### config.mk
export PLATFORM = sky130hd
export DESIGN_NAME = utf8_stream_decoder_unit
export DESIGN_NICKNAME = d
export VERILOG_FILES = /design/src/design/u8sd_pkg.sv /design/src/design/u8sd_front.sv /design/src/design/u8sd_queue.sv /design/src/design/u8sd_back.sv /design/src/design/utf8_stream_decoder_unit.sv
export SDC_FILE = /design/constraint.sdc
export NUM_CORES = 1
export LEC_CHECK = 0
export ABC_AREA = 1
export BUFFER_PORTS_ARGS = -buffer_cell sky130_fd_sc_hd__buf_2
export CORE_MARGIN = 5
export CORE_UTILIZATION = 60
export DETAILED_ROUTE_END_ITERATION = 7
export PLACE_DENSITY_LB_ADDON = 0.05
export RECOVER_POWER = 25
export SLEW_MARGIN = 20
export SYNTH_ARGS = -nofsm -noshare
export SYNTH_HDL_FRONTEND = slang
export SYNTH_SLANG_ARGS = --single-unit
### constraint.sdc
create_clock -name clk_i -period 7.4 [get_ports clk_i]
set_clock_uncertainty 0.2 [all_clocks]
set_input_delay 1.85 -clock clk_i [delete_from_list [all_inputs] [get_ports clk_i]]
set_output_delay 1.85 -clock clk_i [all_outputs]
set_load 0.03 [all_outputs]
### src/design/u8sd_pkg.sv
package u8sd_pkg;

  localparam int unsigned QUEUE_DEPTH = 4;
  localparam int unsigned CP_W        = 21;
  localparam int unsigned ERR_W       = 3;
  localparam int unsigned PAY_W       = 7;

  typedef enum logic [2:0] {
    CLS_ASCII,
    CLS_LEAD2,
    CLS_LEAD3,
    CLS_LEAD4,
    CLS_CONT,
    CLS_BAD
  } byte_class_e;

  typedef enum logic [ERR_W-1:0] {
    ERR_NONE  = 3'd0,
    ERR_LEAD  = 3'd1,
    ERR_CONT  = 3'd2,
    ERR_TRUNC = 3'd3,
    ERR_ZERO  = 3'd4
  } err_kind_e;

  // one classified byte on its way from front to back
  typedef struct packed {
    byte_class_e      cls;
    logic [PAY_W-1:0] payload;
    logic             eot;
  } entry_t;

endpackage

### src/design/u8sd_front.sv
module u8sd_front (
  input  logic              s_axis_tvalid_i,
  output logic              s_axis_tready_o,
  input  logic [7:0]        s_axis_tdata_i,  // text_byte
  input  logic              s_axis_tlast_i,  // end_of_text
  input  logic              q_full_i,
  output logic              q_push_o,
  output u8sd_pkg::entry_t  q_entry_o
);
  import u8sd_pkg::*;

  logic [7:0] b;

  assign b               = s_axis_tdata_i;
  assign s_axis_tready_o = !q_full_i;
  assign q_push_o        = s_axis_tvalid_i && !q_full_i;

  // class and payload bits by the prefix of the byte
  always_comb begin
    q_entry_o.eot = s_axis_tlast_i;
    if (b[7] == 1'b0) begin
      q_entry_o.cls     = CLS_ASCII;
      q_entry_o.payload = b[6:0];
    end else if (b[7:6] == 2'b10) begin
      q_entry_o.cls     = CLS_CONT;
      q_entry_o.payload = {1'b0, b[5:0]};
    end else if (b[7:5] == 3'b110) begin
      q_entry_o.cls     = CLS_LEAD2;
      q_entry_o.payload = {2'b00, b[4:0]};
    end else if (b[7:4] == 4'b1110) begin
      q_entry_o.cls     = CLS_LEAD3;
      q_entry_o.payload = {3'b000, b[3:0]};
    end else if (b[7:3] == 5'b11110) begin
      q_entry_o.cls     = CLS_LEAD4;
      q_entry_o.payload = {4'b0000, b[2:0]};
    end else begin
      q_entry_o.cls     = CLS_BAD;
      q_entry_o.payload = '0;
    end
  end

endmodule

### src/design/u8sd_queue.sv
module u8sd_queue #(
  parameter int unsigned Depth = u8sd_pkg::QUEUE_DEPTH
) (
  input  logic              clk_i,
  input  logic              rst_ni,
  input  logic              push_i,
  input  u8sd_pkg::entry_t  entry_i,
  output logic              full_o,
  input  logic              pop_i,
  output logic              valid_o,
  output u8sd_pkg::entry_t  entry_o
);
  import u8sd_pkg::*;

  localparam int unsigned PtrW = (Depth > 1) ? $clog2(Depth) : 1;
  localparam int unsigned CntW = $clog2(Depth + 1);

  entry_t            mem_q [Depth];
  logic [PtrW-1:0]   wr_ptr_q, wr_ptr_d;
  logic [PtrW-1:0]   rd_ptr_q, rd_ptr_d;
  logic [CntW-1:0]   count_q, count_d;
  logic              do_push, do_pop;

  assign full_o  = (count_q == CntW'(Depth));
  assign valid_o = (count_q != '0);
  assign entry_o = mem_q[rd_ptr_q];
  assign do_push = push_i && !full_o;
  assign do_pop  = pop_i && valid_o;

  always_comb begin
    wr_ptr_d = wr_ptr_q;
    rd_ptr_d = rd_ptr_q;
    count_d  = count_q;
    if (do_push) begin
      wr_ptr_d = (wr_ptr_q == PtrW'(Depth - 1)) ? '0 : wr_ptr_q + 1'b1;
    end
    if (do_pop) begin
      rd_ptr_d = (rd_ptr_q == PtrW'(Depth - 1)) ? '0 : rd_ptr_q + 1'b1;
    end
    if (do_push && !do_pop) begin
      count_d = count_q + 1'b1;
    end else if (do_pop && !do_push) begin
      count_d = count_q - 1'b1;
    end
  end

  always_ff @(posedge clk_i or negedge rst_ni) begin
    if (!rst_ni) begin
      wr_ptr_q <= '0;
      rd_ptr_q <= '0;
      count_q  <= '0;
    end else begin
      wr_ptr_q <= wr_ptr_d;
      rd_ptr_q <= rd_ptr_d;
      count_q  <= count_d;
    end
  end

  always_ff @(posedge clk_i) begin
    if (do_push) begin
      mem_q[wr_ptr_q] <= entry_i;
    end
  end

endmodule

### src/design/u8sd_back.sv
module u8sd_back (
  input  logic              clk_i,
  input  logic              rst_ni,
  input  logic              q_valid_i,
  input  u8sd_pkg::entry_t  q_entry_i,
  output logic              q_pop_o,
  output logic              m_axis_tvalid_o,
  input  logic              m_axis_tready_i,
  output logic [23:0]       m_axis_tdata_o,  // code_point [20:0], zero fill [23:21]
  output logic [2:0]        m_axis_tuser_o,  // error_kind [2:0]
  output logic              m_axis_tlast_o   // last
);
  import u8sd_pkg::*;

  logic [1:0]       bytes_left_q, bytes_left_d;
  logic [CP_W-1:0]  partial_q, partial_d;
  logic             failed_q, failed_d;
  err_kind_e        err_q, err_d;

  logic             out_valid_q, out_valid_d;
  logic [CP_W-1:0]  out_cp_q;
  err_kind_e        out_err_q;
  logic             out_last_q;

  logic             done;
  logic             emit;
  logic [CP_W-1:0]  value;
  logic [CP_W-1:0]  shifted;
  logic [CP_W-1:0]  emit_cp;
  err_kind_e        emit_err;

  // output register frees when empty or taken this cycle
  assign q_pop_o = q_valid_i && (!out_valid_q || m_axis_tready_i);
  assign shifted = {partial_q[CP_W-7:0], q_entry_i.payload[5:0]};

  always_comb begin
    bytes_left_d = bytes_left_q;
    partial_d    = partial_q;
    failed_d     = failed_q;
    err_d        = err_q;
    done         = 1'b0;
    value        = '0;

    if (!failed_q) begin
      if (bytes_left_q == 2'd0) begin
        unique case (q_entry_i.cls)
          CLS_ASCII: begin
            value = CP_W'(q_entry_i.payload);
            done  = 1'b1;
          end
          CLS_LEAD2: begin
            partial_d    = CP_W'(q_entry_i.payload);
            bytes_left_d = 2'd1;
          end
          CLS_LEAD3: begin
            partial_d    = CP_W'(q_entry_i.payload);
            bytes_left_d = 2'd2;
          end
          CLS_LEAD4: begin
            partial_d    = CP_W'(q_entry_i.payload);
            bytes_left_d = 2'd3;
          end
          default: begin
            failed_d = 1'b1;
            err_d    = ERR_LEAD;
          end
        endcase
      end else if (q_entry_i.cls != CLS_CONT) begin
        failed_d     = 1'b1;
        err_d        = ERR_CONT;
        bytes_left_d = 2'd0;
        partial_d    = '0;
      end else begin
        bytes_left_d = bytes_left_q - 2'd1;
        if (bytes_left_q == 2'd1) begin
          value     = shifted;
          partial_d = '0;
          done      = 1'b1;
        end else begin
          partial_d = shifted;
        end
      end

      if (done && value == '0) begin
        done     = 1'b0;
        failed_d = 1'b1;
        err_d    = ERR_ZERO;
      end

      // sequence still open at the end of the text
      if (!failed_d && q_entry_i.eot && bytes_left_d != 2'd0) begin
        failed_d     = 1'b1;
        err_d        = ERR_TRUNC;
        bytes_left_d = 2'd0;
        partial_d    = '0;
      end
    end

    emit     = done || q_entry_i.eot;
    emit_cp  = failed_d ? '0 : value;
    emit_err = failed_d ? err_d : ERR_NONE;

    if (q_entry_i.eot) begin
      bytes_left_d = 2'd0;
      partial_d    = '0;
      failed_d     = 1'b0;
      err_d        = ERR_NONE;
    end
  end

  always_comb begin
    if (q_pop_o && emit) begin
      out_valid_d = 1'b1;
    end else if (m_axis_tready_i) begin
      out_valid_d = 1'b0;
    end else begin
      out_valid_d = out_valid_q;
    end
  end

  always_ff @(posedge clk_i or negedge rst_ni) begin
    if (!rst_ni) begin
      bytes_left_q <= 2'd0;
      partial_q    <= '0;
      failed_q     <= 1'b0;
      err_q        <= ERR_NONE;
      out_valid_q  <= 1'b0;
    end else begin
      out_valid_q <= out_valid_d;
      if (q_pop_o) begin
        bytes_left_q <= bytes_left_d;
        partial_q    <= partial_d;
        failed_q     <= failed_d;
        err_q        <= err_d;
      end
    end
  end

  always_ff @(posedge clk_i) begin
    if (q_pop_o && emit) begin
      out_cp_q   <= emit_cp;
      out_err_q  <= emit_err;
      out_last_q <= q_entry_i.eot;
    end
  end

  assign m_axis_tvalid_o = out_valid_q;
  assign m_axis_tdata_o  = {3'b000, out_cp_q};
  assign m_axis_tuser_o  = out_err_q;
  assign m_axis_tlast_o  = out_last_q;

endmodule

### src/design/utf8_stream_decoder_unit.sv
// UTF-8 decoder for a byte stream: each byte enters with tlast marking the final byte of a
// text, and each completed 1 to 4 byte sequence leaves as one 21-bit code point. The first
// error in a text (bad lead, bad continuation, truncated sequence, zero value) fails the
// whole text; later bytes are dropped and the final byte yields one transaction with tlast
// that carries the error kind on tuser and a zero code point. Sustained rate is one byte per
// clock while m_axis_tready is high, set by the back stage's sequence state update; a result
// passes through the queue memory and then the output register when the path is clear, and a
// queue of QueueDepth classified bytes lets the input keep streaming while the output is stalled.
module utf8_stream_decoder_unit #(
  parameter int unsigned QueueDepth = u8sd_pkg::QUEUE_DEPTH
) (
  input  logic        clk_i,
  input  logic        rst_ni,
  input  logic        s_axis_tvalid_i,
  output logic        s_axis_tready_o,
  input  logic [7:0]  s_axis_tdata_i,   // text_byte [7:0]
  input  logic        s_axis_tlast_i,   // end_of_text
  output logic        m_axis_tvalid_o,
  input  logic        m_axis_tready_i,
  output logic [23:0] m_axis_tdata_o,   // code_point [20:0], zero fill [23:21]
  output logic [2:0]  m_axis_tuser_o,   // error_kind [2:0]
  output logic        m_axis_tlast_o    // last
);
  import u8sd_pkg::*;

  logic   q_full;
  logic   q_push;
  logic   q_pop;
  logic   q_valid;
  entry_t q_in;
  entry_t q_out;

  u8sd_front u_front (
    .s_axis_tvalid_i (s_axis_tvalid_i),
    .s_axis_tready_o (s_axis_tready_o),
    .s_axis_tdata_i  (s_axis_tdata_i),
    .s_axis_tlast_i  (s_axis_tlast_i),
    .q_full_i        (q_full),
    .q_push_o        (q_push),
    .q_entry_o       (q_in)
  );

  u8sd_queue #(
    .Depth (QueueDepth)
  ) u_queue (
    .clk_i   (clk_i),
    .rst_ni  (rst_ni),
    .push_i  (q_push),
    .entry_i (q_in),
    .full_o  (q_full),
    .pop_i   (q_pop),
    .valid_o (q_valid),
    .entry_o (q_out)
  );

  u8sd_back u_back (
    .clk_i           (clk_i),
    .rst_ni          (rst_ni),
    .q_valid_i       (q_valid),
    .q_entry_i       (q_out),
    .q_pop_o         (q_pop),
    .m_axis_tvalid_o (m_axis_tvalid_o),
    .m_axis_tready_i (m_axis_tready_i),
    .m_axis_tdata_o  (m_axis_tdata_o),
    .m_axis_tuser_o  (m_axis_tuser_o),
    .m_axis_tlast_o  (m_axis_tlast_o)
  );

endmodule
# After elaboration in Yosys (flattened, before gate mapping)
# Memories as Yosys holds them, arrays and structs flattened.
# Cells that the tools add are included.
[op_classes] n_eq_ne=14 add_sub_neg=5 n_mux=54 reduce_logical=29
[ops] operator="$mux W15" n=7
[ops] operator="$mux W21" n=4
[ops] operator="$mux W10" n=5
[ops] operator="$mux W3" n=9
[ops] operator="$logic_not A21 Y1" n=1
[ops] operator="$mux W1" n=19
[ops] operator="$mux W2" n=8
[ops] operator="$logic_and A1 B1 Y1" n=10
[ops] operator="$mux W7" n=1
[ops] operator="$eq A2 B2 Y1 const B" n=3
[ops] operator="$eq A3 B2 Y1 const B" n=2
[ops] operator="$eq A3 B3 Y1 const B" n=2
[ops] operator="$pmux W2 S3" n=1
[ops] operator="$reduce_bool A2 Y1" n=3
[ops] operator="$eq A5 B5 Y1 const B" n=1
[ops] operator="$logic_not A1 Y1" n=5
[ops] operator="$add A2 B1 Y2 const B" n=2
[ops] operator="$eq A4 B4 Y1 const B" n=1
[ops] operator="$ne A4 B3 Y1 const B" n=1
[ops] operator="$reduce_or A4 Y1" n=1
[ops] operator="$add A3 B1 Y3 const B" n=1
[ops] operator="$eq A3 B1 Y1 const B" n=1
[ops] operator="$logic_not A3 Y1" n=1
[ops] operator="$ne A3 B3 Y1 const B" n=1
[ops] operator="other kinds (11)" n=12
[totals] n_memories=1 ram_bits=44 output_inout_bits=30 word_cells=114 regBits=54
[mem_list] memory="u_queue.mem_q" depth=4 word_bits=11 read_ports=1 rd_clocked_by_memory_dff=0 write_ports=1 line="u8sd_queue.sv:18" rtl="entry_t mem_q [Depth];"

# Longest topological paths before layout
# Gate-level depths: netlist of run 1.
[depth] word_depth=15 mapped_depth=19

# Cells and area by module
# A second synthesis of run 1 with hierarchy kept.
[unflattened] hier_cells=467 hier_area_um2=4748.3
[by_module_without_submodules] mod="u8sd_back" seq_area_each_um2=1301.2 area_each_um2=2402.3 instances=1 cells_each=252
[by_module_without_submodules] mod="u8sd_queue" seq_area_each_um2=1496.4 area_each_um2=2222.1 instances=1 cells_each=188
[by_module_without_submodules] mod="u8sd_front" seq_area_each_um2=0.0 area_each_um2=123.9 instances=1 cells_each=27

# Worst setup path before layout of run 1
# No wires, ideal clock.
[synth_timing] kind="input to register" startpoint="in m_axis_tready_i" endpoint="reg u_back.out_last_q, in the netlist u_back.m_axis_tlast_o, enable pin" stages=6 slack_ns=3.701 t_required_ns=6.820 t_arrival_ns=3.120 cell_sequence="nor2_1 -> a31oi_1 -> inv_1 -> a21oi_2 -> nand2_1 -> inv_1"
[synth_via] elab_chain_cells=3
[synth_rtl] element="start: declaration" line="utf8_stream_decoder_unit.sv:19" rtl="input logic m_axis_tready_i,"
[synth_rtl] element="$logic_or A1 B1 Y1" line="u8sd_back.sv:33" rtl="assign q_pop_o = q_valid_i && (!out_valid_q || m_axis_tready_i);"
[synth_rtl] element="$logic_and A1 B1 Y1" line="u8sd_back.sv:33"
[synth_rtl] element="$logic_and A1 B1 Y1" line="u8sd_back.sv:140" rtl="if (q_pop_o && emit) begin"
[synth_rtl] element="end signal: assignment" line="u8sd_back.sv:143" rtl="out_last_q <= q_entry_i.eot;"
[synth_rtl] element="end: declaration" line="u8sd_back.sv:23" rtl="logic out_last_q;"
# No other way between the ends.
# A chain may end at the register's enable or synchronous reset.

# Worst setup path in the final report of run 1
[layout_timing] startpoint="reg u_back.bytes_left_q[0]" endpoint="reg u_back.out_cp_q[3], enable pin"
[layout_via] elab_chain_cells=11
[layout_rtl] element="start: declaration" line="u8sd_back.sv:15" rtl="logic [1:0] bytes_left_q, bytes_left_d;"
[layout_rtl] element="start signal: assignment" line="u8sd_back.sv:131" rtl="bytes_left_q <= bytes_left_d;"
[layout_rtl] element="$eq A2 B1 Y1" line="u8sd_back.sv:75" rtl="if (bytes_left_q == 2'd1) begin"
[layout_rtl] element="$mux W21" line="u8sd_back.sv:75"
[layout_rtl] element="$mux W21" line="u8sd_back.sv:68" rtl="end else if (q_entry_i.cls != CLS_CONT) begin"
[layout_rtl] element="$mux W21" line="u8sd_back.sv:45" rtl="if (bytes_left_q == 2'd0) begin"
[layout_rtl] element="$mux W21" line="u8sd_back.sv:44" rtl="if (!failed_q) begin"
[layout_rtl] element="$logic_not A21 Y1" line="u8sd_back.sv:84" rtl="if (done && value == '0) begin"
[layout_rtl] element="$logic_and A1 B1 Y1" line="u8sd_back.sv:84"
[layout_rtl] element="$mux W1 (*)" line="u8sd_back.sv:84"
[layout_rtl] element="$mux W1 (*)" line="u8sd_back.sv:44"
[layout_rtl] element="$logic_or A1 B1 Y1 (*)" line="u8sd_back.sv:99" rtl="emit = done || q_entry_i.eot;"
[layout_rtl] element="$logic_and A1 B1 Y1 (*)" line="u8sd_back.sv:140"
[layout_rtl] element="end signal: assignment" line="u8sd_back.sv:141" rtl="out_cp_q <= emit_cp;"
[layout_rtl] element="end: declaration" line="u8sd_back.sv:21" rtl="logic [CP_W-1:0] out_cp_q;"
# Mark *: on every way between the ends. The rest lies on a longest branch, timed or not. The select of a mux whose other input is x is not followed.

==> results of run 1 <==
==> flip-flops by register name, indices dropped and copies added, names as in the netlist <==
name	flops
u_queue.mem_q	44
u_back.out_cp_q	21
u_back.partial_q	15
u_back.err_q	3
u_back.m_axis_tuser_o	3
u_queue.count_q	3
u_back.bytes_left_q	2
u_queue.rd_ptr_q	2
u_queue.wr_ptr_q	2
u_back.failed_q	1
u_back.m_axis_tlast_o	1
u_back.m_axis_tvalid_o	1
==> where the power goes <==
group	switching (uW)	internal, uW
Clock	178	167
Combinational	864	299
Sequential	64.2	810
==> area by class of cell <==
cell class	instances	area share (%)
multi-input combinational	289	30.9
sequential	98	54.1
tap	102	2.47
timing repair buffer	40	3.82
clock inverter	4	1.02
clock buffer	12	2.81
inverter	66	4.84
==> critical path: cells and delay by family (launching register included) <==
| family | cells | cell delay [ns] |
|---|---|---|
| adder cells (fa/ha/maj) | 1 | 0.79 |
| buffers and inverters | 3 | 1.28 |
| AO/OA/AOI/OAI | 1 | 0.29 |
| flip-flops | 1 | 0.41 |
| AND/OR/NAND/NOR | 7 | 0.49 |
==> cells in the final DEF (no fill, tap or decap), types with 2 or more instances in the layout <==
cell      Yosys  routed
dfrtp_1      29      29
nor2_1       58      57
a21oi_1      17      17
inv_1        60      60
o32ai_1       5       5
o21ai_1       3       3
clkinv_4      0       2
nor4_2        4       4
o21ai_0      17      17
o22ai_1      13      13
ha_1          8       8
nand2_2       6       6
nand2_1      85      85
o31ai_1       2       2
inv_2         5       5
nand3_1      29      29
clkbuf_1      1       6
nor2_2        7       8
clkbuf_8      0      10
o41ai_1       2       2
nor3_2        8       8
nand3_4       2       2
edfxtp_1     69      69
buf_2         5      35
conb_1        1       3
nand3_2       5       5
==> layer usage <==
metal,GRT usage [%],vias to the layer above,part of all wire (%)
met4,6.72,0,1.7
met1,26.6,1565,45
li1,-,1634,-
met5,0,-,0
met2,31.5,84,47
met3,3.16,15,5.9
==> path summary, 6_finish.rpt <==
path | start | to | slack (ns) | cells past startpoint
max | u_back.bytes_left_q[0] | u_back.out_cp_q[3] | 3.55 | 12
min | u_back.err_q[1] | u_back.err_q[1] | 0.30 | 2
max reg2reg | u_back.bytes_left_q[0] | u_back.out_cp_q[3] | 3.55 | 12
min reg2reg | u_back.err_q[1] | u_back.err_q[1] | 0.30 | 2
max in group asynchronous | rst_ni | u_back.partial_q[0] | 4.34 | 1
min in group asynchronous | rst_ni | u_back.partial_q[4] | 1.70 | 1
==> logic make-up after synthesis <==
group | synth area share [%]
flip-flops | 58.4
XOR/XNOR | 0.366
buffers and inverters | 8.26
AO/OA/AOI/OAI | 8.15
AND/OR/NAND/NOR | 21.7
adder cells (fa/ha/maj) | 2.51
multiplexers | 0.470
other | 0.0783
==> through the flow <==
| stage | instance area [um2] | power, uW |
|---|---|---|
| floorplan | 4800 | 1840 |
| global placement | 4980 | 2040 |
| detailed placement | 4980 | 2060 |
| global route | 5170 | 2560 |
| finish | 5170 | 2380 |
| CTS | 5180 | 2400 |
==> qor.csv, run 1 <==
metric,value,unit
status,"finished, violations left",
violations,"capacitance limit, slew limit",
grt_max_degree,30,
grt_pass1_vias,3168,
synth_top_cells_by_area,"edfxtp_1, dfrtp_1, nand2_1",
worst_pin_slew,1.65,ns
htree_levels,3,
setup_slack,3.55,ns
max_freq,0.260,GHz
syn_area,4790,um2
crit_path_end_kind,flip-flop,
post-cts-setup-buffers,0,
rows,32,
vdd_drop_max,0.000287,V
synth-edff-count,69,
yosysTopAreaCell,edfxtp_1,
core,7770,um2
ys_seq_area_share,58.4,%
final_core_util,66.5,%
start_kind,flip-flop,
diodes,0,
cts_buffer_depth,2,
boundaryPins,43,
tritoncts,built,
syn2layout_area_growth,7.94,%
firstDrtPassIters,5,
dp_hpwl,6.24,mm
cts-root-buf,clkbuf_8,
num-fill-cells,612,
path_cells,inv_1 -> ha_1 -> inv_1 -> a21oi_1 -> nand2_1 -> nand2_1 -> nor2_2 -> nand2_1 -> nor2_2 -> nand3_1 -> nand2_1 -> inv_1,
p_leak,0.00214,uW
vias,3298,
path_max_fanout,25,
ant_nets,0,
grt_overflow,0,
cts_made_buffers,9,
maxCapViolations,1,
hp-class,flip-flop to flip-flop,
synth.avg_cell_area,10.2,um2
yosysWarnings,0,
layout.cells.non_filler,611,
path_class,flip-flop to flip-flop,
routedWlPerCell,14.7,um
post_cts_resize_count,0,
drc,0,
die_x,99.3,um
synth.most_common_cell,nand2_1,
synthCells,469,
drtIter0Drc,200,
place_congestion,0.873,
critPathMostFrequentCell,nand2_1,
clk_pin_slew,0.09,ns
ys.flop_type,edfxtp_1,
numClockSinks,98,
routed_wl,8.97,mm
dp_worst_setup_slack,3.20,ns
required,7.19,ns
rsz0062_at_grt,false,
cp_slowest_cell,ha_1,
ys_ff_latch,98,
max_stage_delay,0.79,ns
worstPathArrival,3.63,ns
ys_top_cells_by_count,"nand2_1, edfxtp_1, inv_1",
seq_area,2800,um2
fin_nets,526,
multi_input_area,1600,um2
fin_crit,3.85,ns
fp.dieArea,9870,um2
p_per_area,461,nW/um2
hold_buffers,0,
antenna_found_initial,0,
slew_headroom,-10.3,%
whs,0.296,ns
hold_viol_final,0,
clk_latency,0.36,ns
final.period_utilization,52.0,%
io_buffer_count,39,
dp_cells,595,
setup_tns,0,ns
vias_per_cell,5.40,
async_flop_share,29.6,%
track_usage,19.4,%
synth.top_cell.area_share,43.3,%
ys_types,42,
grt_pass1_wl,15.1,mm
start_util,61.6,%
drive_gt1_share,18.7,%
drv_slew,30,
setup_viol,0,
die_height,99.3,um
Power figures use the tool's default switching activity.
==> inputs of run 2 (changes only) <==
ABC_AREA = 0   (was 1)
CORE_UTILIZATION = 59   (was 60)
clock period = 3.8 ns   (was 7.4 ns; I/O delays follow)
==> run 2 against run 1 <==
Against the previous run: the run still ends with capacitance limit, slew limit left; final area is 6.2% lower; maximum frequency increased by 20%; core utilization up 0.27 points; critical path type unchanged.
==> qor.csv, run 2 <==
metric,value,unit,change
status,"finished, violations left",,
violations,"capacitance limit, slew limit",,
required,3.64,ns,-3.55 ns
ys_top_cells_by_count,"edfxtp_1, dfrtp_1, nand2_1",,
fin_nets,365,,-31%
largest_reg_flops,44,,unchanged
start_util,60.4,%,-1.3 points
num-fill-cells,538,,-12%
io_buffer_count,39,,unchanged
track_usage,18.8,%,-0.53 points
path_max_fanout,25,,unchanged
yosysTopAreaCell,edfxtp_1,,
path_class,flip-flop to flip-flop,,
slew_headroom,-10.3,%,-0.070 points
tritoncts,built,,
crit_path_end,u_back.out_cp_q[5],,
crit_path_end_kind,flip-flop,,
hp-class,flip-flop to flip-flop,,
async_flop_share,29.6,%,unchanged
regToRegSetupSlack,0.59,ns,-2.96 ns
startpoint,u_queue.rd_ptr_q[0],,
ff2ff_path_depth,7,,-5
grt_max_degree,30,,unchanged
clk_latency,0.36,ns,about the same
die_x,96.2,um,-3.2%
ant_nets,0,,unchanged
syn_area,4380,um2,-8.5%
synth-edff-count,69,,unchanged
mostFrequentLayoutCell,edfxtp_1,,
firstDrtPassIters,4,,-1
vias_per_cell,5.90,,+9.3%
worst-path-stages,7,,-5
whs,0.289,ns,-0.00733 ns
most-common-layout-cells,"edfxtp_1, buf_2, dfrtp_1, nand2_1, and4_1",,
largest_register,u_queue.mem_q,,
hold_viol_final,0,,unchanged
synth-compound-area-share,9.65,%,+1.5 points
fin_crit,3.21,ns,-0.642 ns
r2r-start,u_queue.rd_ptr_q[0],,
path_cells,buf_4 -> mux4_2 -> or4b_1 -> o22ai_2 -> a21oi_1 -> o31ai_4 -> buf_4,,
seq_power_share,40.1,%,+3.4 points
worst_pin_slew,1.65,ns,+0.00105 ns
drive_gt1_share,23.3,%,+4.6 points
ys.flop_type,edfxtp_1,,
drv_slew,30,,unchanged
ys_seq_area_share,63.9,%,+5.4 points
diodes,0,,unchanged
boundaryPins,43,,unchanged
yosysWarnings,0,,unchanged
combPwrFrac,44.6,%,-4.2 points
ys_ff_latch,98,,unchanged
core,7250,um2,-6.6%
setup_tns,0,ns,unchanged
dp_hpwl,5.52,mm,-11%
grt_pass1_wl,12.9,mm,-14%
maxCapViolations,1,,unchanged
crit_buf_inv,2,,-1
numClockSinks,98,,unchanged
rows,31,,-3.1%
post_cts_resize_count,0,,unchanged
muxShareOfSynthArea,5.91,%,+5.4 points
clkPwrFrac,15.3,%,+0.8 points
routed_wl,7.84,mm,-13%
grt_pass1_vias,2545,,-20%
synth.top_cell.area_share,47.3,%,+4.0 points
synth_simple_gate_area_share,13.7,%,-8.0 points
place_congestion,0.881,,+0.88%
synth_top_cells_by_area,"edfxtp_1, dfrtp_1, mux4_2",,
reg_top3,"u_queue.mem_q (44), u_back.out_cp_q (21), u_back.partial_q (15)",,
p_per_area,871,nW/um2,+89%
final.period_utilization,84.4,%,+32 points
htree_levels,3,,unchanged
synth-adder-area-share,2.74,%,+0.23 points
routedWlPerCell,17.5,um,+20%
r2r-end,u_back.out_cp_q[5],,
total_power,4220,uW,+77%
p_sw,1770,uW,+60%
cp_slowest_cell,or4b_1,,
post-cts-setup-buffers,0,,unchanged
synth.most_common_cell,edfxtp_1,,
max_freq,0.312,GHz,+20%
crit_family,simple AND/OR/NAND/NOR gates,,
drc,0,,unchanged
synthCells,302,,-36%
critPathMostFrequentCell,buf_4,,
cts_buffer_depth,2,,unchanged
p_leak,0.00188,uW,-12%
antenna_found_initial,0,,unchanged
die_height,96.2,um,-3.2%
synth_xor_area_share,0.600,%,+0.23 points
power.internal,2450,uW,+92%
max_stage_delay,0.65,ns,-0.14 ns
hold_buffers,0,,unchanged
start_kind,flip-flop,,
clk_pin_slew,0.10,ns,about the same
final_core_util,66.8,%,+0.27 points
ys_types,57,,+36%
cts_made_buffers,9,,unchanged
rsz0062_at_grt,false,,
drtIter0Drc,116,,-42%
fp.dieArea,9250,um2,-6.3%
cts-root-buf,clkbuf_8,,
synth_top_family_by_area,simple AND/OR/NAND/NOR gates,,
syn2layout_area_growth,10.6,%,
synth.avg_cell_area,14.5,um2,+42%
setup_viol,0,,unchanged
vdd_drop_max,0.000451,V,+57%
worstPathArrival,3.05,ns,-0.58 ns
vias,2637,,-20%
grt_overflow,0,,unchanged
switching_share,41.9,%,-4.5 points
-- run 2: cell families (layout without fill, tap and decap cells) --
group	after synthesis	count (layout)
AND/OR/NAND/NOR	96	96
XOR/XNOR	3	3
adder cells (fa/ha/maj)	9	9
multiplexers	12	12
AO/OA/AOI/OAI	56	56
flip-flops	98	98
other	1	3
buffers and inverters	27	71
-- run 2: worst reg2reg max path, cell delays in order (launching register included) --
cell and delay, ns:
dfrtp_1 0.43, buf_4 0.22, mux4_2 0.53, or4b_1 0.65, o22ai_2 0.23, a21oi_1 0.11
o31ai_4 0.17, buf_4 0.34
-- run 2: power groups by stage --
stage          clock network, uW  logic [uW]  registers (uW)
2_1_floorplan                  0        1140            1980
3_3_place_gp                   0        1880            1710
3_5_place_dp                   0        1890            1720
4_1_cts                      663        1900            1700
5_1_grt                      699        2060            1740
6_report                     646        1880            1690
-- run 2: area by class of cell --
| class | count | area [um2] | share of cell area, % |
|---|---|---|---|
| Sequential cell | 98 | 2800 | 57.7 |
| Multi-Input combinational cell | 179 | 1460 | 30.0 |
| Timing Repair Buffer | 45 | 235 | 4.85 |
| Clock buffer | 9 | 124 | 2.56 |
| Tap cell | 99 | 124 | 2.56 |
| Clock inverter | 7 | 72.6 | 1.50 |
| Inverter | 10 | 37.5 | 0.775 |
-- run 2: worst min-delay path by stage --
stage	slack (ns)	cells after the start	from	end
2_1_floorplan	0.25	1	u_queue.count_q[2]	u_queue.count_q[2]
3_3_place_gp	0.28	1	u_queue.count_q[2]	u_queue.count_q[2]
3_5_place_dp	0.28	1	u_queue.count_q[2]	u_queue.count_q[2]
4_1_cts	0.29	1	u_queue.count_q[2]	u_queue.count_q[2]
5_1_grt	0.33	1	u_queue.count_q[2]	u_queue.count_q[2]
6_report	0.29	1	u_queue.count_q[2]	u_queue.count_q[2]
-- run 2: per-stage QoR --
step | setup slack, ns | cell area [um2] | cells
final | 0.594 | 4850 | 447
after global routing | 0.439 | 4850 | 447
after CTS | 0.568 | 4850 | 447
after detailed placement | 0.578 | 4650 | 431
after global placement | 0.638 | 4650 | 431
after floorplan | 0.0770 | 4390 | 304
-- run 2: routing by layer --
metal  track usage, %  routed length (um)  vias to the layer above
met5                0                   0                        -
met1             24.7                3410                     1296
met3             3.60                 376                       11
li1                 -                   -                     1261
met4             6.52                  98                        0
met2             31.5                3960                       69
==> inputs of run 3 (changes only) <==
clock period = 3 ns   (was 3.8 ns; I/O delays follow)
==> run 3 against run 2 <==
Against the previous run: the flow still finishes with violations (capacitance limit, slew limit); routed wire length is 1.2% higher; largest cell class unchanged; combinational power grew 32%; total power is 30% higher; sequential power is 27% higher; cell count up 1.8%; worst hold slack improved by 0.020 ns; largest power group unchanged; critical path depth shrank 1.
==> qor.csv, run 3 (synthesized netlist as in run 2, its figures left out) <==
metric,value,unit,change
status,"finished, violations left",,
violations,"capacitance limit, slew limit",,
cts_buffer_depth,2,,unchanged
regToRegSetupSlack,0.15,ns,-0.45 ns
boundaryPins,43,,unchanged
largest_reg_flops,44,,unchanged
layout.cells.non_filler,455,,+1.8%
path_cells,buf_4 -> mux4_2 -> nand2b_1 -> a21o_1 -> or3_4 -> a32o_1,,
mostFrequentLayoutCell,edfxtp_1,,
antenna_found_initial,0,,unchanged
combPwrFrac,45.4,%,+0.8 points
setup_viol,0,,unchanged
slew_headroom,-13.0,%,-2.7 points
post_cts_resize_count,0,,unchanged
required,2.92,ns,-0.72 ns
die_height,96.2,um,unchanged
place_area,4740,um2,+1.8%
path_class,flip-flop to flip-flop,,
holdPathStages,1,,unchanged
setup_slack,0.148,ns,-0.446 ns
largest_register,u_queue.mem_q,,
firstDrtPassIters,4,,unchanged
drive_gt1_share,25.3,%,+2.0 points
grt_overflow,0,,unchanged
dp_hpwl,5.78,mm,+4.6%
grt_pass1_vias,2606,,+2.4%
fin_nets,373,,+2.2%
reg_top3,"u_queue.mem_q (44), u_back.out_cp_q (21), u_back.partial_q (15)",,
rows,31,,unchanged
rsz0062_at_grt,false,,
htree_levels,3,,unchanged
max_freq,0.351,GHz,+12%
start_kind,flip-flop,,
drc,0,,unchanged
numClockSinks,98,,unchanged
ff2ff_path_depth,6,,-1
final.period_utilization,95.1,%,+11 points
grt_max_degree,30,,unchanged
die_x,96.2,um,unchanged
vdd_drop_max,0.000432,V,-4.3%
dp_cells,439,,+1.9%
cp_slowest_cell,mux4_2,,
grt_pass1_wl,13.1,mm,+1.5%
fin_crit,2.85,ns,-0.354 ns
crit_family,simple AND/OR/NAND/NOR gates,,
final_core_util,68.1,%,+1.3 points
p_leak,0.00193,uW,+2.5%
dp_worst_setup_slack,0.158,ns,-0.420 ns
place_congestion,0.877,,-0.50%
p_per_area,1110,nW/um2,+27%
vias_per_cell,5.82,,-1.3%
stdcell_area,4940,um2,+1.9%
hp-class,flip-flop to flip-flop,,
cts-root-buf,clkbuf_8,,
crit_path_end_kind,flip-flop,,
r2r-end,u_back.m_axis_tuser_o[1],,
switching_share,40.9,%,-1.0 points
path_max_fanout,24,,-4.0%
cts_made_buffers,9,,unchanged
drtIter0Drc,126,,+8.6%
total_power,5480,uW,+30%
worst_pin_slew,1.70,ns,+0.0407 ns
core,7250,um2,unchanged
clk_pin_slew,0.10,ns,about the same
routedWlPerCell,17.4,um,-0.61%
syn2layout_area_growth,12.8,%,
max_stage_delay,0.56,ns,-0.09 ns
vias,2648,,+0.42%
routed_wl,7.94,mm,+1.2%
hold_buffers,0,,unchanged
track_usage,19.1,%,+0.31 points
maxCapViolations,1,,unchanged
hold_viol_final,0,,unchanged
diodes,0,,unchanged
holdPathEnd,u_queue.count_q[2],,
worstPathArrival,2.77,ns,-0.28 ns
io_buffer_count,39,,unchanged
clkPwrFrac,15.4,%,about the same
start_util,60.4,%,unchanged
most-common-layout-cells,"edfxtp_1, buf_2, dfrtp_1, nand2_1, and4_1",,
post-cts-setup-buffers,0,,unchanged
ant_nets,0,,unchanged
power.internal,3240,uW,+32%
clk_latency,0.37,ns,about the same
drv_slew,30,,unchanged
seq_power_share,39.3,%,-0.8 points
tritoncts,built,,
fp.dieArea,9250,um2,unchanged
p_sw,2240,uW,+27%
crit_buf_inv,1,,-1
hold_start,u_queue.count_q[2],,
r2r-start,u_queue.rd_ptr_q[0],,
-- run 3: changes by cell type in the layout (fill, tap and decap cells not counted), sizes merged --
cell,delta
inv,-1
clkbuf,+2
buf,+7
-- run 3: metal layers --
| metal | share of wire [%] | vias to the layer above | GRT usage [%] |
|---|---|---|---|
| met3 | 4.1 | 9 | 3.05 |
| li1 | - | 1271 | - |
| met4 | 1.3 | 0 | 7.82 |
| met5 | 0 | - | 0 |
| met2 | 50 | 61 | 32.0 |
| met1 | 44 | 1307 | 24.9 |
-- run 3: final cells by class --
class                      instances  area, um2
clock buffer                      10        149
clock inverter                     6       57.6
fill                             528       2310
inverter                          10       37.5
multi-input combinational        179       1470
sequential                        98       2800
tap                               99        124
timing repair buffer              53        307
-- run 3: worst max path at each step --
stage,start,end,slack (ns),cells after the start
3_3_place_gp,u_queue.rd_ptr_q[0],u_back.m_axis_tuser_o[1],0.22,6
4_1_cts,u_queue.rd_ptr_q[0],u_back.m_axis_tuser_o[1],0.13,6
3_5_place_dp,u_queue.rd_ptr_q[0],u_back.m_axis_tuser_o[1],0.16,6
6_report,u_queue.rd_ptr_q[0],u_back.m_axis_tuser_o[1],0.15,6
5_1_grt,u_queue.rd_ptr_q[0],u_back.m_axis_tuser_o[1],0.02,6
2_1_floorplan,u_queue.rd_ptr_q[0],u_back.m_axis_tlast_o,-0.18,6
-- run 3: power groups by stage --
stage               sequential [uW]  clock, uW  combinational (uW)
global placement               2170          0                2470
detailed placement             2190          0                2500
global route                   2200        915                2740
finish                         2150        843                2490
CTS                            2160        864                2510
floorplan                      2510          0                1480
-- run 3: worst reg2reg max path, stage by stage, from the launching register on --
cell and delay [ns]:
dfrtp_2 0.46, buf_4 0.21, mux4_2 0.57, nand2b_1 0.22, a21o_1 0.20, or3_4 0.48
a32o_1 0.28
-- run 3: per-stage QoR --
step	TNS (ns)	hold WS (ns)
floorplan	-4.53	0.254
global placement	0	0.286
detailed placement	0	0.288
CTS	0	0.239
global route	0	0.336
finish	0	0.309
